**config.mk**
```make
export PLATFORM = sky130hd
export DESIGN_NAME = skyline_envelope_update
export DESIGN_NICKNAME = d
export VERILOG_FILES = /design/src/hdl/sev_pkg.sv /design/src/hdl/skyline_envelope_update.sv /design/src/hdl/sev_cell.sv /design/src/hdl/sev_merge.sv
export SDC_FILE = /design/constraint.sdc
export NUM_CORES = 2
export LEC_CHECK = 0
export BUFFER_PORTS_ARGS = -buffer_cell sky130_fd_sc_hd__buf_2
export CAP_MARGIN = 40
export CORE_MARGIN = 2
export CORE_UTILIZATION = 45
export CTS_CLUSTER_DIAMETER = 40
export CTS_CLUSTER_SIZE = 12
export DETAILED_ROUTE_END_ITERATION = 8
export PLACE_DENSITY = 0.57
export SETUP_SLACK_MARGIN = 0.1
export SYNTH_ARGS = -nofsm -noshare
export SYNTH_HDL_FRONTEND = slang
export SYNTH_SLANG_ARGS = --single-unit
```
**constraint.sdc**
```tcl
create_clock -name clk -period 564.3 [get_ports clk]
set_input_delay 112.86 -clock clk [delete_from_list [all_inputs] [get_ports clk]]
set_output_delay 112.86 -clock clk [all_outputs]
set_load 0.005 [all_outputs]
```
**src/hdl/sev_pkg.sv**
```systemverilog
// Shared types, constants and helpers for the skyline envelope update block.
// Used by the segment cell, the merge unit and the top level.
package sev_pkg;

    localparam int COORD_BITS       = 32;
    localparam int CW               = COORD_BITS - 1;
    localparam int LW               = 32;
    localparam int DEF_MAX_SEGMENTS = 64;

    localparam logic [CW-1:0] COORD_MAX = {CW{1'b1}};
    localparam logic [LW-1:0] LEVEL_HI  = {1'b0, {(LW-1){1'b1}}};
    localparam logic [LW-1:0] LEVEL_LO  = {1'b1, {(LW-1){1'b0}}};

    typedef enum logic [1:0] {
        REQ_ADD   = 2'd0,
        REQ_CLEAR = 2'd1,
        REQ_READ  = 2'd2
    } req_t;

    typedef struct packed {
        logic [LW-1:0] level;
        logic [CW-1:0] width;
    } seg_t;

    typedef struct packed {
        logic [CW-1:0] x;
        logic [CW-1:0] end_c;
        logic [CW-1:0] w;
        logic [LW-1:0] y;
    } span_t;

    typedef struct packed {
        logic init;
        logic step;
        logic merge_en;
        logic head_real;
        logic at_tail;
        logic keep_min;
    } sweep_ctl_t;

    typedef struct packed {
        logic live;
        seg_t seg;
    } emit_t;

    function automatic logic is_better(input logic keep_min, input logic [LW-1:0] cur,
                                       input logic [LW-1:0] lvl);
        is_better = keep_min ? ($signed(lvl) < $signed(cur)) : ($signed(lvl) > $signed(cur));
    endfunction

endpackage

```
**src/hdl/skyline_envelope_update.sv**
```systemverilog
// Top level of the skyline envelope update block: request handshake, span clipping,
// sweep control over the segment cell chain, result register. Uses sev_pkg,
// sev_cell and sev_merge.
//
// Every request (add, clear, read) runs through the same steps from one accepted
// transaction to the next: accept, clip the span, rotate the whole cell chain once
// through the merge unit at its head, and load the result register. The chain
// rotates one segment per cycle. The next transaction is accepted while the result
// still waits to be taken; a sweep that ends while the result register is full
// holds until it drains.
module skyline_envelope_update
    import sev_pkg::*;
#(
    parameter int MAX_SEGMENTS = DEF_MAX_SEGMENTS,
    localparam int CNTW = $clog2(MAX_SEGMENTS + 1),
    localparam int IW = $clog2(MAX_SEGMENTS)
)
(
    input  logic                 clk,
    input  logic                 rst_n,
    input  logic                 cfg_valid,
    output logic                 cfg_ready,
    input  logic                 keep_minimum,
    input  logic                 in_valid,
    output logic                 in_ready,
    input  logic [1:0]           req_type,
    input  logic signed [LW-1:0] span_left,
    input  logic signed [LW-1:0] span_level,
    input  logic [CW-1:0]        span_width,
    input  logic [IW-1:0]        read_index,
    output logic                 out_valid,
    input  logic                 out_ready,
    output logic signed [LW-1:0] extreme_level,
    output logic [CNTW-1:0]      segment_count,
    output logic                 overflow_flag,
    output logic [CW-1:0]        read_start,
    output logic signed [LW-1:0] read_level,
    output logic [CW-1:0]        read_width
);

    typedef enum logic [3:0] {
        ST_IDLE   = 4'b0001,
        ST_CLIP   = 4'b0010,
        ST_SWEEP  = 4'b0100,
        ST_FINISH = 4'b1000
    } state_t;

    localparam logic [CNTW-1:0] MAXC = CNTW'(MAX_SEGMENTS);

    state_t          state_reg;
    state_t          state_next;
    logic [CNTW-1:0] t_reg;
    logic [CNTW-1:0] used_reg;
    logic            ovf_reg;
    logic            keep_min_reg;
    logic            out_valid_reg;

    req_t            req_reg;
    logic [LW-1:0]   span_x_reg;
    logic [LW:0]     end_raw_reg;
    logic [LW-1:0]   y_reg;
    logic [IW-1:0]   rd_index_reg;
    span_t           span_reg;
    logic [LW-1:0]   ext_reg;
    logic [CW-1:0]   run_start_reg;
    logic [CW-1:0]   rd_start_reg;
    logic [LW-1:0]   rd_level_reg;
    logic [CW-1:0]   rd_width_reg;
    logic [LW-1:0]   ext_out_reg;
    logic [CNTW-1:0] cnt_out_reg;
    logic            ovf_out_reg;
    logic [CW-1:0]   rs_out_reg;
    logic [LW-1:0]   rl_out_reg;
    logic [CW-1:0]   rw_out_reg;

    logic            in_fire;
    logic            load;
    logic            shift;
    logic            sweeping;
    logic [CNTW-1:0] used_start;
    logic [CW-1:0]   clip_x;
    logic [CW-1:0]   clip_end;
    logic            span_ok;
    logic [LW-1:0]   empty_level;
    sweep_ctl_t      ctl;
    emit_t           emit;
    logic [CNTW-1:0] merge_count;
    logic            ovf_set;
    seg_t            chain [MAX_SEGMENTS];

    assign in_fire     = in_valid && in_ready;
    assign in_ready    = state_reg == ST_IDLE;
    assign cfg_ready   = 1'b1;
    assign sweeping    = state_reg == ST_SWEEP;
    assign shift       = sweeping && (t_reg != MAXC);
    assign load        = (state_reg == ST_FINISH) && (!out_valid_reg || out_ready);
    assign used_start  = (req_reg == REQ_CLEAR) ? '0 : used_reg;
    assign empty_level = keep_min_reg ? LEVEL_HI : LEVEL_LO;

    // clip at zero on the left and at the coordinate limit on the right
    assign clip_x   = span_x_reg[LW-1] ? '0 : span_x_reg[CW-1:0];
    assign clip_end = (!end_raw_reg[LW] && end_raw_reg[LW-1]) ? COORD_MAX : end_raw_reg[CW-1:0];
    assign span_ok  = !end_raw_reg[LW] && (clip_end > clip_x);

    always_comb
    begin
        ctl.init      = state_reg == ST_CLIP;
        ctl.step      = sweeping;
        ctl.merge_en  = (req_reg == REQ_ADD) && span_ok;
        ctl.head_real = t_reg < used_start;
        ctl.at_tail   = t_reg == used_start;
        ctl.keep_min  = keep_min_reg;
    end

    always_comb
    begin
        state_next = state_reg;
        case (state_reg)
            ST_IDLE:
            begin
                if (in_valid)
                begin
                    state_next = ST_CLIP;
                end
            end
            ST_CLIP:
            begin
                state_next = ST_SWEEP;
            end
            ST_SWEEP:
            begin
                if (t_reg == MAXC)
                begin
                    state_next = ST_FINISH;
                end
            end
            ST_FINISH:
            begin
                if (load)
                begin
                    state_next = ST_IDLE;
                end
            end
            default:
            begin
                state_next = ST_IDLE;
            end
        endcase
    end

    genvar g;
    generate
        for (g = 0; g < MAX_SEGMENTS; g++)
        begin : g_cell
            if (g == MAX_SEGMENTS - 1)
            begin : g_last
                sev_cell u_cell (
                    .clk   (clk),
                    .shift (shift),
                    .din   (emit.seg),
                    .dout  (chain[g])
                );
            end
            else
            begin : g_mid
                sev_cell u_cell (
                    .clk   (clk),
                    .shift (shift),
                    .din   (chain[g+1]),
                    .dout  (chain[g])
                );
            end
        end
    endgenerate

    sev_merge #(
        .MAX_SEGMENTS (MAX_SEGMENTS)
    ) u_merge (
        .clk        (clk),
        .rst_n      (rst_n),
        .ctl        (ctl),
        .used_start (used_start),
        .span       (span_reg),
        .head       (chain[0]),
        .emit       (emit),
        .count      (merge_count),
        .ovf_set    (ovf_set)
    );

    always_ff @(posedge clk or negedge rst_n)
    begin
        if (!rst_n)
        begin
            state_reg     <= ST_IDLE;
            t_reg         <= '0;
            used_reg      <= '0;
            ovf_reg       <= 1'b0;
            keep_min_reg  <= 1'b1;
            out_valid_reg <= 1'b0;
        end
        else
        begin
            state_reg <= state_next;
            if (state_reg == ST_CLIP)
            begin
                t_reg <= '0;
            end
            else if (shift)
            begin
                t_reg <= t_reg + CNTW'(1);
            end
            if (cfg_valid)
            begin
                keep_min_reg <= keep_minimum;
            end
            if (ovf_set)
            begin
                ovf_reg <= 1'b1;
            end
            if (load)
            begin
                used_reg      <= merge_count;
                out_valid_reg <= 1'b1;
            end
            else if (out_ready)
            begin
                out_valid_reg <= 1'b0;
            end
        end
    end

    always_ff @(posedge clk)
    begin
        if (in_fire)
        begin
            req_reg      <= req_t'(req_type);
            span_x_reg   <= span_left;
            end_raw_reg  <= {span_left[LW-1], span_left} + {2'b00, span_width};
            y_reg        <= span_level;
            rd_index_reg <= read_index;
        end
        if (state_reg == ST_CLIP)
        begin
            span_reg      <= '{x: clip_x, end_c: clip_end, w: clip_end - clip_x, y: y_reg};
            ext_reg       <= empty_level;
            run_start_reg <= '0;
            rd_start_reg  <= '0;
            rd_level_reg  <= '0;
            rd_width_reg  <= '0;
        end
        else if (shift && emit.live)
        begin
            // track the table as it is written back into the chain
            if (is_better(keep_min_reg, ext_reg, emit.seg.level))
            begin
                ext_reg <= emit.seg.level;
            end
            run_start_reg <= run_start_reg + emit.seg.width;
            if ((req_reg == REQ_READ) && (t_reg == CNTW'(rd_index_reg)))
            begin
                rd_start_reg <= run_start_reg;
                rd_level_reg <= emit.seg.level;
                rd_width_reg <= emit.seg.width;
            end
        end
        if (load)
        begin
            ext_out_reg <= ext_reg;
            cnt_out_reg <= merge_count;
            ovf_out_reg <= ovf_reg;
            rs_out_reg  <= rd_start_reg;
            rl_out_reg  <= rd_level_reg;
            rw_out_reg  <= rd_width_reg;
        end
    end

    assign out_valid     = out_valid_reg;
    assign extreme_level = ext_out_reg;
    assign segment_count = cnt_out_reg;
    assign overflow_flag = ovf_out_reg;
    assign read_start    = rs_out_reg;
    assign read_level    = rl_out_reg;
    assign read_width    = rw_out_reg;

    a_ovf_sticky: assert property (@(posedge clk) disable iff (!rst_n)
        ovf_reg |=> ovf_reg)
        else $error("overflow flag dropped");

    a_accept_clip: assert property (@(posedge clk) disable iff (!rst_n)
        in_fire |=> (state_reg == ST_CLIP))
        else $error("accepted transaction did not start clipping");

    a_sweep_end: assert property (@(posedge clk) disable iff (!rst_n)
        (sweeping && (t_reg == MAXC)) |=> (state_reg == ST_FINISH))
        else $error("sweep did not end after a full rotation");

    a_count_bound: assert property (@(posedge clk) disable iff (!rst_n)
        merge_count <= MAXC)
        else $error("segment count past table size");

    a_no_tail_emit: assert property (@(posedge clk) disable iff (!rst_n)
        (sweeping && (t_reg == MAXC)) |-> !emit.live)
        else $error("segment left over after rotation");

endmodule

```
**src/hdl/sev_cell.sv**
```systemverilog
// One segment cell of the rotating segment chain: holds a level and a width.
// Depends on sev_pkg for the segment type.
module sev_cell
    import sev_pkg::*;
(
    input  logic clk,
    input  logic shift,
    input  seg_t din,
    output seg_t dout
);

    seg_t seg_reg;

    // advance the chain by one place
    always_ff @(posedge clk)
    begin
        if (shift)
        begin
            seg_reg <= din;
        end
    end

    assign dout = seg_reg;

endmodule

```
**src/hdl/sev_merge.sv**
```systemverilog
// Merge unit at the head of the segment chain: rewrites one segment per step,
// queues up to two split pieces and appends tail segments. Depends on sev_pkg.
module sev_merge
    import sev_pkg::*;
#(
    parameter int MAX_SEGMENTS = DEF_MAX_SEGMENTS,
    localparam int CNTW = $clog2(MAX_SEGMENTS + 1)
)
(
    input  logic             clk,
    input  logic             rst_n,
    input  sweep_ctl_t       ctl,
    input  logic [CNTW-1:0]  used_start,
    input  span_t            span,
    input  seg_t             head,
    output emit_t            emit,
    output logic [CNTW-1:0]  count,
    output logic             ovf_set
);

    localparam logic [CNTW-1:0] ROOM1_LIM = CNTW'(MAX_SEGMENTS);
    localparam logic [CNTW-1:0] ROOM2_LIM = CNTW'(MAX_SEGMENTS - 1);

    logic [CW-1:0]   cx_reg;
    logic [CW-1:0]   cx_next;
    logic            active_reg;
    logic            active_next;
    logic [CNTW-1:0] count_reg;
    logic [CNTW-1:0] count_next;
    seg_t            pend0_reg;
    seg_t            pend1_reg;
    logic [1:0]      pend_n_reg;
    logic [1:0]      pend_n_next;

    seg_t            p0, p1, p2;
    logic [1:0]      pc;
    seg_t            l0, l1, l2;
    logic [2:0]      ln;
    logic            ovf;

    logic [CW-1:0]   seg_end;
    logic            better;
    logic            room1;
    logic            room2;
    logic [CW-1:0]   w1;
    logic [CW-1:0]   w2;
    logic [CW-1:0]   w3;
    logic [CW-1:0]   wl;
    logic            need1;
    logic            need3;
    logic            fill;

    assign seg_end = cx_reg + head.width;
    assign better  = is_better(ctl.keep_min, head.level, span.y);
    assign room1   = count_reg < ROOM1_LIM;
    assign room2   = count_reg < ROOM2_LIM;
    assign w1      = span.x - cx_reg;
    assign w2      = seg_end - span.x;
    assign w3      = seg_end - span.end_c;
    assign wl      = span.end_c - cx_reg;
    assign need1   = w1 != '0;
    assign need3   = w3 != '0;
    assign fill    = span.x != cx_reg;

    always_comb
    begin
        p0          = head;
        p1          = head;
        p2          = head;
        pc          = 2'd0;
        ovf         = 1'b0;
        cx_next     = cx_reg;
        active_next = active_reg;
        count_next  = count_reg;
        if (ctl.head_real)
        begin
            cx_next = seg_end;
            pc      = 2'd1;
            if (!active_reg)
            begin
                p0 = head;
            end
            else if (span.end_c <= cx_reg)
            begin
                active_next = 1'b0;
            end
            else if (span.x > seg_end || !better)
            begin
                p0 = head;
            end
            else if (span.x >= cx_reg && span.end_c < seg_end)
            begin
                // span sits inside this segment: split into up to three pieces
                active_next = 1'b0;
                if ((need1 && need3) ? !room2 : ((need1 || need3) && !room1))
                begin
                    ovf = 1'b1;
                end
                else if (need1)
                begin
                    p0 = '{level: head.level, width: w1};
                    p1 = '{level: span.y, width: span.w};
                    p2 = '{level: head.level, width: w3};
                    pc = need3 ? 2'd3 : 2'd2;
                    count_next = count_reg + (need3 ? CNTW'(2) : CNTW'(1));
                end
                else
                begin
                    p0 = '{level: span.y, width: span.w};
                    p1 = '{level: head.level, width: w3};
                    pc = need3 ? 2'd2 : 2'd1;
                    count_next = count_reg + (need3 ? CNTW'(1) : CNTW'(0));
                end
            end
            else if (span.x <= cx_reg && span.end_c >= seg_end)
            begin
                p0 = '{level: span.y, width: head.width};
            end
            else if (span.x < cx_reg)
            begin
                // span ends inside this segment: new piece in front
                active_next = 1'b0;
                if (!room1)
                begin
                    ovf = 1'b1;
                end
                else
                begin
                    p0 = '{level: span.y, width: wl};
                    p1 = '{level: head.level, width: w3};
                    pc = 2'd2;
                    count_next = count_reg + CNTW'(1);
                end
            end
            else if (w2 != '0)
            begin
                // span starts inside this segment and runs past its end
                if (!room1)
                begin
                    ovf = 1'b1;
                end
                else
                begin
                    p0 = '{level: head.level, width: w1};
                    p1 = '{level: span.y, width: w2};
                    pc = 2'd2;
                    count_next = count_reg + CNTW'(1);
                end
            end
        end
        else if (active_reg && ctl.at_tail)
        begin
            active_next = 1'b0;
            if (span.x >= cx_reg)
            begin
                if (fill ? !room2 : !room1)
                begin
                    ovf = 1'b1;
                end
                else if (fill)
                begin
                    p0 = '{level: (ctl.keep_min ? LEVEL_HI : LEVEL_LO), width: w1};
                    p1 = '{level: span.y, width: span.w};
                    pc = 2'd2;
                    count_next = count_reg + CNTW'(2);
                end
                else
                begin
                    p0 = '{level: span.y, width: span.w};
                    pc = 2'd1;
                    count_next = count_reg + CNTW'(1);
                end
            end
            else if (span.end_c > cx_reg)
            begin
                if (!room1)
                begin
                    ovf = 1'b1;
                end
                else
                begin
                    p0 = '{level: span.y, width: wl};
                    pc = 2'd1;
                    count_next = count_reg + CNTW'(1);
                end
            end
        end
    end

    // queued pieces go out ahead of fresh ones
    always_comb
    begin
        case (pend_n_reg)
            2'd1:
            begin
                l0 = pend0_reg;
                l1 = p0;
                l2 = p1;
            end
            2'd2:
            begin
                l0 = pend0_reg;
                l1 = pend1_reg;
                l2 = p0;
            end
            default:
            begin
                l0 = p0;
                l1 = p1;
                l2 = p2;
            end
        endcase
        ln          = {1'b0, pend_n_reg} + {1'b0, pc};
        pend_n_next = (ln == 3'd0) ? 2'd0 : 2'(ln - 3'd1);
    end

    always_ff @(posedge clk or negedge rst_n)
    begin
        if (!rst_n)
        begin
            cx_reg     <= '0;
            active_reg <= 1'b0;
            count_reg  <= '0;
            pend_n_reg <= 2'd0;
        end
        else if (ctl.init)
        begin
            cx_reg     <= '0;
            active_reg <= ctl.merge_en;
            count_reg  <= used_start;
            pend_n_reg <= 2'd0;
        end
        else if (ctl.step)
        begin
            cx_reg     <= cx_next;
            active_reg <= active_next;
            count_reg  <= count_next;
            pend_n_reg <= pend_n_next;
        end
    end

    always_ff @(posedge clk)
    begin
        if (ctl.step)
        begin
            pend0_reg <= l1;
            pend1_reg <= l2;
        end
    end

    assign emit.live = ln != 3'd0;
    assign emit.seg  = l0;
    assign count     = count_reg;
    assign ovf_set   = ctl.step && ovf;

endmodule

```
=== Yosys cells after proc, flatten, opt, wreduce, memory -nomap -nowiden ===
Index checks and enable logic that the tools add are counted.

* Flip-flop bits (word level): 4,741
* Input port bits: 109
* Output and inout bits: 137
* Logic and storage cells: 390

* $add $sub $neg: 15
* Order comparisons: 16
* Equal/unequal tests: 23
* Multiplexer cells: 131
* Reduce and logical (&&, ||, !) cells: 43

{| class="wikitable"
|+ Operator list
! operator !! count
|-
| 2-to-1 mux 63 bit || 31
|-
| 2-to-1 mux 31 bit || 15
|-
| case mux 63 bit (2 select lines) || 2
|-
| subtractor 31 bit || 5
|-
| 2-to-1 mux 7 bit || 21
|-
| 2-to-1 mux 32 bit || 4
|-
| > comparator 31 bit || 3
|-
| nonzero test 31 bit || 3
|-
| > comparator 32 bit || 2
|-
| less-than comparator 32 bit || 2
|-
| adder 31 bit || 2
|-
| >= comparator 31 bit || 2
|-
| less-or-equal comparator 31 bit || 2
|-
| less-than comparator 31 bit || 2
|-
| 2-to-1 mux 2 bit || 21
|-
| adder 32 x 32 -> 33 bit || 1
|-
| 2-to-1 mux 1 bit || 33
|-
| inequality test 31 bit || 1
|-
| case mux 4 bit (4 select lines) || 1
|-
| adder 7 x 1 -> 7 bit, second input constant || 2
|-
| adder 7 bit || 2
|-
| logical AND 1 bit || 14
|-
| 2-to-1 mux 4 bit || 3
|-
| nonzero test 2 bit || 6
|-
| other kinds (33) || 48
|}

=== Depth between registers and ports, before layout ===
* Depth in word-level cells: 18
* Depth in mapped cells: 53
* Depth with buffers taken out: 50

=== By module ===
Synthesis repeated with hierarchy kept, for this count alone.

* Cell total of the unflattened synthesis: 10,060
* Area total of the unflattened synthesis: 173,567.7 um^2

{| class="wikitable"
|+ Modules (own cells, without submodules)
! module !! instances !! cells each !! area each (um^2) !! sequential area each (um^2)
|-
| sev_cell || 64 || 63 || 1,891.8 || 1,891.8
|-
| sev_merge || 1 || 4,039 || 28,927.7 || 4,809.6
|-
| skyline_envelope_update || 1 || 1,989 || 23,563.8 || 14,921.8
|}

=== Worst setup path after synthesis ===
Ideal clock, no wire load.

* Path kind: reg-to-reg
* From: register t_reg[0]
* To: register rd_width_reg[17]
* Library setup time: 0.116 ns
* Data arrival time: 209.756 ns
* Data required time: 564.184 ns
* Setup slack: 354.428 ns
* Stages on the path, launching flop included: 11
* Path buffers: 2
* Period minus slack after synthesis: 209.872 ns
* Cell sequence: dfrtp_1 > inv_1 > ha_1 > or4b_2 > nor3b_1 > nor2_1 > nand2_1 > or2_2 > clkbuf_1 > clkbuf_1 > o211a_1

* Elaborated cells on any way between the ends: 16
* Those cells by class: 1 x add/sub; 1 x order compare; 3 x eq/ne; 5 x mux; 6 x reduce/logical

{| class="wikitable"
|+ RTL lines
! what !! RTL line !! source
|-
| from (decl) || skyline_envelope_update.sv:52 || <nowiki>logic [CNTW-1:0] t_reg;</nowiki>
|-
| from (signal assigned) || skyline_envelope_update.sv:210 || <nowiki>t_reg <= t_reg + CNTW'(1);</nowiki>
|-
| inequality test 7 bit || skyline_envelope_update.sv:95 || <nowiki>assign shift = sweeping && (t_reg != MAXC);</nowiki>
|-
| logical AND 1 bit || skyline_envelope_update.sv:95 ||
|-
| net g_cell[0].g_mid.u_cell.shift || sev_cell.sv:7 || <nowiki>input logic shift,</nowiki>
|-
| logical AND 1 bit || skyline_envelope_update.sv:251 || <nowiki>else if (shift && emit.live)</nowiki>
|-
| AND reduction 2 bit (no source line) || - ||
|-
| to (signal assigned) || skyline_envelope_update.sv:263 || <nowiki>rd_width_reg <= emit.seg.width;</nowiki>
|-
| to (decl) || skyline_envelope_update.sv:68 || <nowiki>logic [CW-1:0] rd_width_reg;</nowiki>
|}

The timed path passes the listed nets, and every way through them passes these cells.
A chain may end at the register's enable or synchronous reset.

=== Worst setup path in the final report ===
* From: input port span_left[6]
* To: register end_raw_reg[29] (data pin)

* Word-level cells in the longest chain between the ends: 1

{| class="wikitable"
|+ Ends and longest elaborated chain
! what !! RTL line !! source
|-
| from (decl) || skyline_envelope_update.sv:27 || <nowiki>input logic signed [LW-1:0] span_left,</nowiki>
|-
| adder 32 x 32 -> 33 bit || skyline_envelope_update.sv:238 || <nowiki>end_raw_reg <= {span_left[LW-1], span_left} + {2'b00, span_width};</nowiki>
|-
| to (signal assigned) || skyline_envelope_update.sv:238 ||
|-
| to (decl) || skyline_envelope_update.sv:60 || <nowiki>logic [LW:0] end_raw_reg;</nowiki>
|}

Every way passes these cells.

==> flow_summary.yaml <==
finish:
  drive_above_1_share: 0.1512
  post-route-cell-area_um2: 201500
  nNetsFinal: 11110
  area.growth.synth_to_final_pct: 17.05
  instances_no_fill: 16100
  utilization: 0.5279
  largest_register_ffs: 3969
grt:
  grt_usage: 0.2383
  antenna_found_initial: 52
  grt_max_degree: 238
  grt_pass1_vias: 87970
  overflow: 0
  grt_pass1_wl_mm: 658.1
min_path:
  hold_path.class: "register to register"
  hold_depth: 0
  min_to: "g_cell[6].g_mid.u_cell.dout[35]"
  hold_start: "g_cell[7].g_mid.u_cell.dout[35]"
cts:
  clkTransAtPathRegs_ps: 60
  cts_buffers: 593
  cts_max_level: 6
  root_buffer: "clkbuf_16"
  clockBufferDepth: 4
  post-cts-setup-buffers: 0
  postCtsHoldBufs: 0
  cts_tree: "done"
  cts.sinks: 4741
  worst_skew_pair.late_latency_ps: 1010
  cts_resized: 0
synth:
  synth_cell_types: 108
  synth_mux_area_frac: 0.008582
  synth_cells: 9759
  synth_compound_area_frac: 0.07420
  synth_top_area_frac: 0.7942
  syn_nets: 10210
  synth_area_um2: 172200
  synth_ff_type: "edfxtp_1"
  yosys_register_bits: 4741
  synth_edf_count: 4554
  ys_top_cells_by_count: "edfxtp_1 (4554), nand2_1 (661), a21oi_1 (491)"
  post-synth-top-area-cell: "edfxtp_1"
  synth_top_family_by_area: "compound AO/OA/AOI/OAI gates"
  avgSynthCellArea_um2: 17.64
  ys_top_cells_by_area: "edfxtp_1 (79%), ha_1 (2.4%), dfxtp_1 (1.5%), nand2_1 (1.4%), a21oi_1 (1.4%)"
  yosys.area_share.adder: 0.02514
  synth-simple-area-share: 0.04950
  post-synth-top-count-cell: "edfxtp_1"
  synthXorXnorAreaFrac: 0.01068
  ys_warn_count: 0
  async_reset_ff_frac: 0.01308
  ys_seq_area_frac: 0.8178
floorplanning:
  row_count: 227
  initial_core_util: 0.4511
  core_um2: 381700
  dieArea_um2: 387600
  ios: 246
  die_w_um: 622.6
  fp.dieH_um: 622.6
setup_path:
  end_kind: "register"
  cp_max_fo: 5
  r2r_start: "g_cell[0].g_mid.u_cell.dout[0]"
  startpoint_type: "input port"
  cp.required_ps: 565060
  cp.arrival_ps: 116880
  reg2reg_slack_ps: 548440
  rr_endpoint: "ext_reg[30]"
  reg2reg_depth: 54
  setup.worst_path.class: "input port to register"
placed_design:
  dpl_cell_area_um2: 182800
  gp_congestion: 0.9707
  dp.cells: 15100
  port_buffers: 244
  place_hpwl_mm: 319.6
detailed_routing:
  wl_mm: 470.1
  avgViaCountPerCell: 5.661
  dr.pass1.iters: 6
  drc: 0
  num_vias: 91160
  drtIter0Drc: 10660
  ant_nets: 0
  wl_per_cell_um: 29.19
status:
  status: "complete, no violations"
sta:
  fin_crit_sh: 0.2058
  slew_violations: 0
  relSlewSlack: 0.2008
  final.setup_skew_ps: 52.47
  setup_viol: 0
  rsz0062_at_grt: "no"
  period_minus_slack_ps: 116130
  fin_tns_setup_ps: 0
  tightest_slew_ps: 1199
  fmax_mhz: 8.611
  finalHoldViolCount: 0
flow_run:
  drv_cap: 0
## placed cells by master, fill, tap and decap left out, types with 116 or more instances in the layout
cell	n
o21ai_0	325
clkbuf_16	612
nor2_1	347
buf_2	259
a21oi_1	486
edfxtp_1	4554
nand3_1	210
xnor2_1	143
ha_1	328
dfxtp_1	125
mux2i_1	124
buf_4	289
inv_1	304
nand2_1	656
nand2b_1	116
## routing by layer
layer,global-route usage,vias up,part of all wire
met5,0,-,0.00021
met4,0.09780,14,0.043
met3,0.05202,929,0.077
met2,0.3275,3597,0.41
met1,0.3662,46650,0.47
li1,-,39970,-
## metrics by stage
stage	setup slack, ps	hold slack, ps
after CTS	448430	371.2
after global placement	447260	400.1
after floorplan	354430	399.5
after detailed placement	447380	404.5
final	448170	395.0
after global routing	448120	384.3
## worst max-delay path, cell delays in order
cell and delay [ps]:
buf_2 120, ha_1 350, a21o_1 180, a21oi_1 370
o211ai_1 290, nand2_1 130, a21oi_1 140, o41ai_1 570
o2111ai_1 470, o211ai_1 340, o21ai_0 240, o41a_1 400
nand3_1 120, nand3b_1 110, xor2_1 160
## worst max path at each step
stage                 start          endpoint  slack [ps]
6_report       span_left[6]   end_raw_reg[29]      448170
2_1_floorplan      t_reg[0]  rd_width_reg[17]      354430
3_5_place_dp   span_left[6]   end_raw_reg[29]      447380
4_1_cts        span_left[6]   end_raw_reg[29]      448430
5_1_grt        span_left[6]   end_raw_reg[31]      448120
3_3_place_gp   span_left[6]   end_raw_reg[29]      447260
## logic make-up (layout without fill, tap and decap cells)
group,after synthesis,in the layout
buf+inv,626,1918
flops,4741,4741
xor+xnor,210,210
simple gates,1810,1810
mux,145,145
fa+ha+maj,340,340
compound gates,1886,1886
other cells,1,15
## layout make-up
type	instances	area, µm²
tap	5038	6304
antenna	14	35.03
inverter	308	1174
sequential	4741	140800
multi-input combinational	4392	29370
fill	30540	180200
clock buffer	692	15690
timing repair buffer	623	5136
clock inverter	295	3010
Power is left out: the tool's default activity adds up to more than one toggle a clock period on the data nets, which glitch-free logic cannot reach.
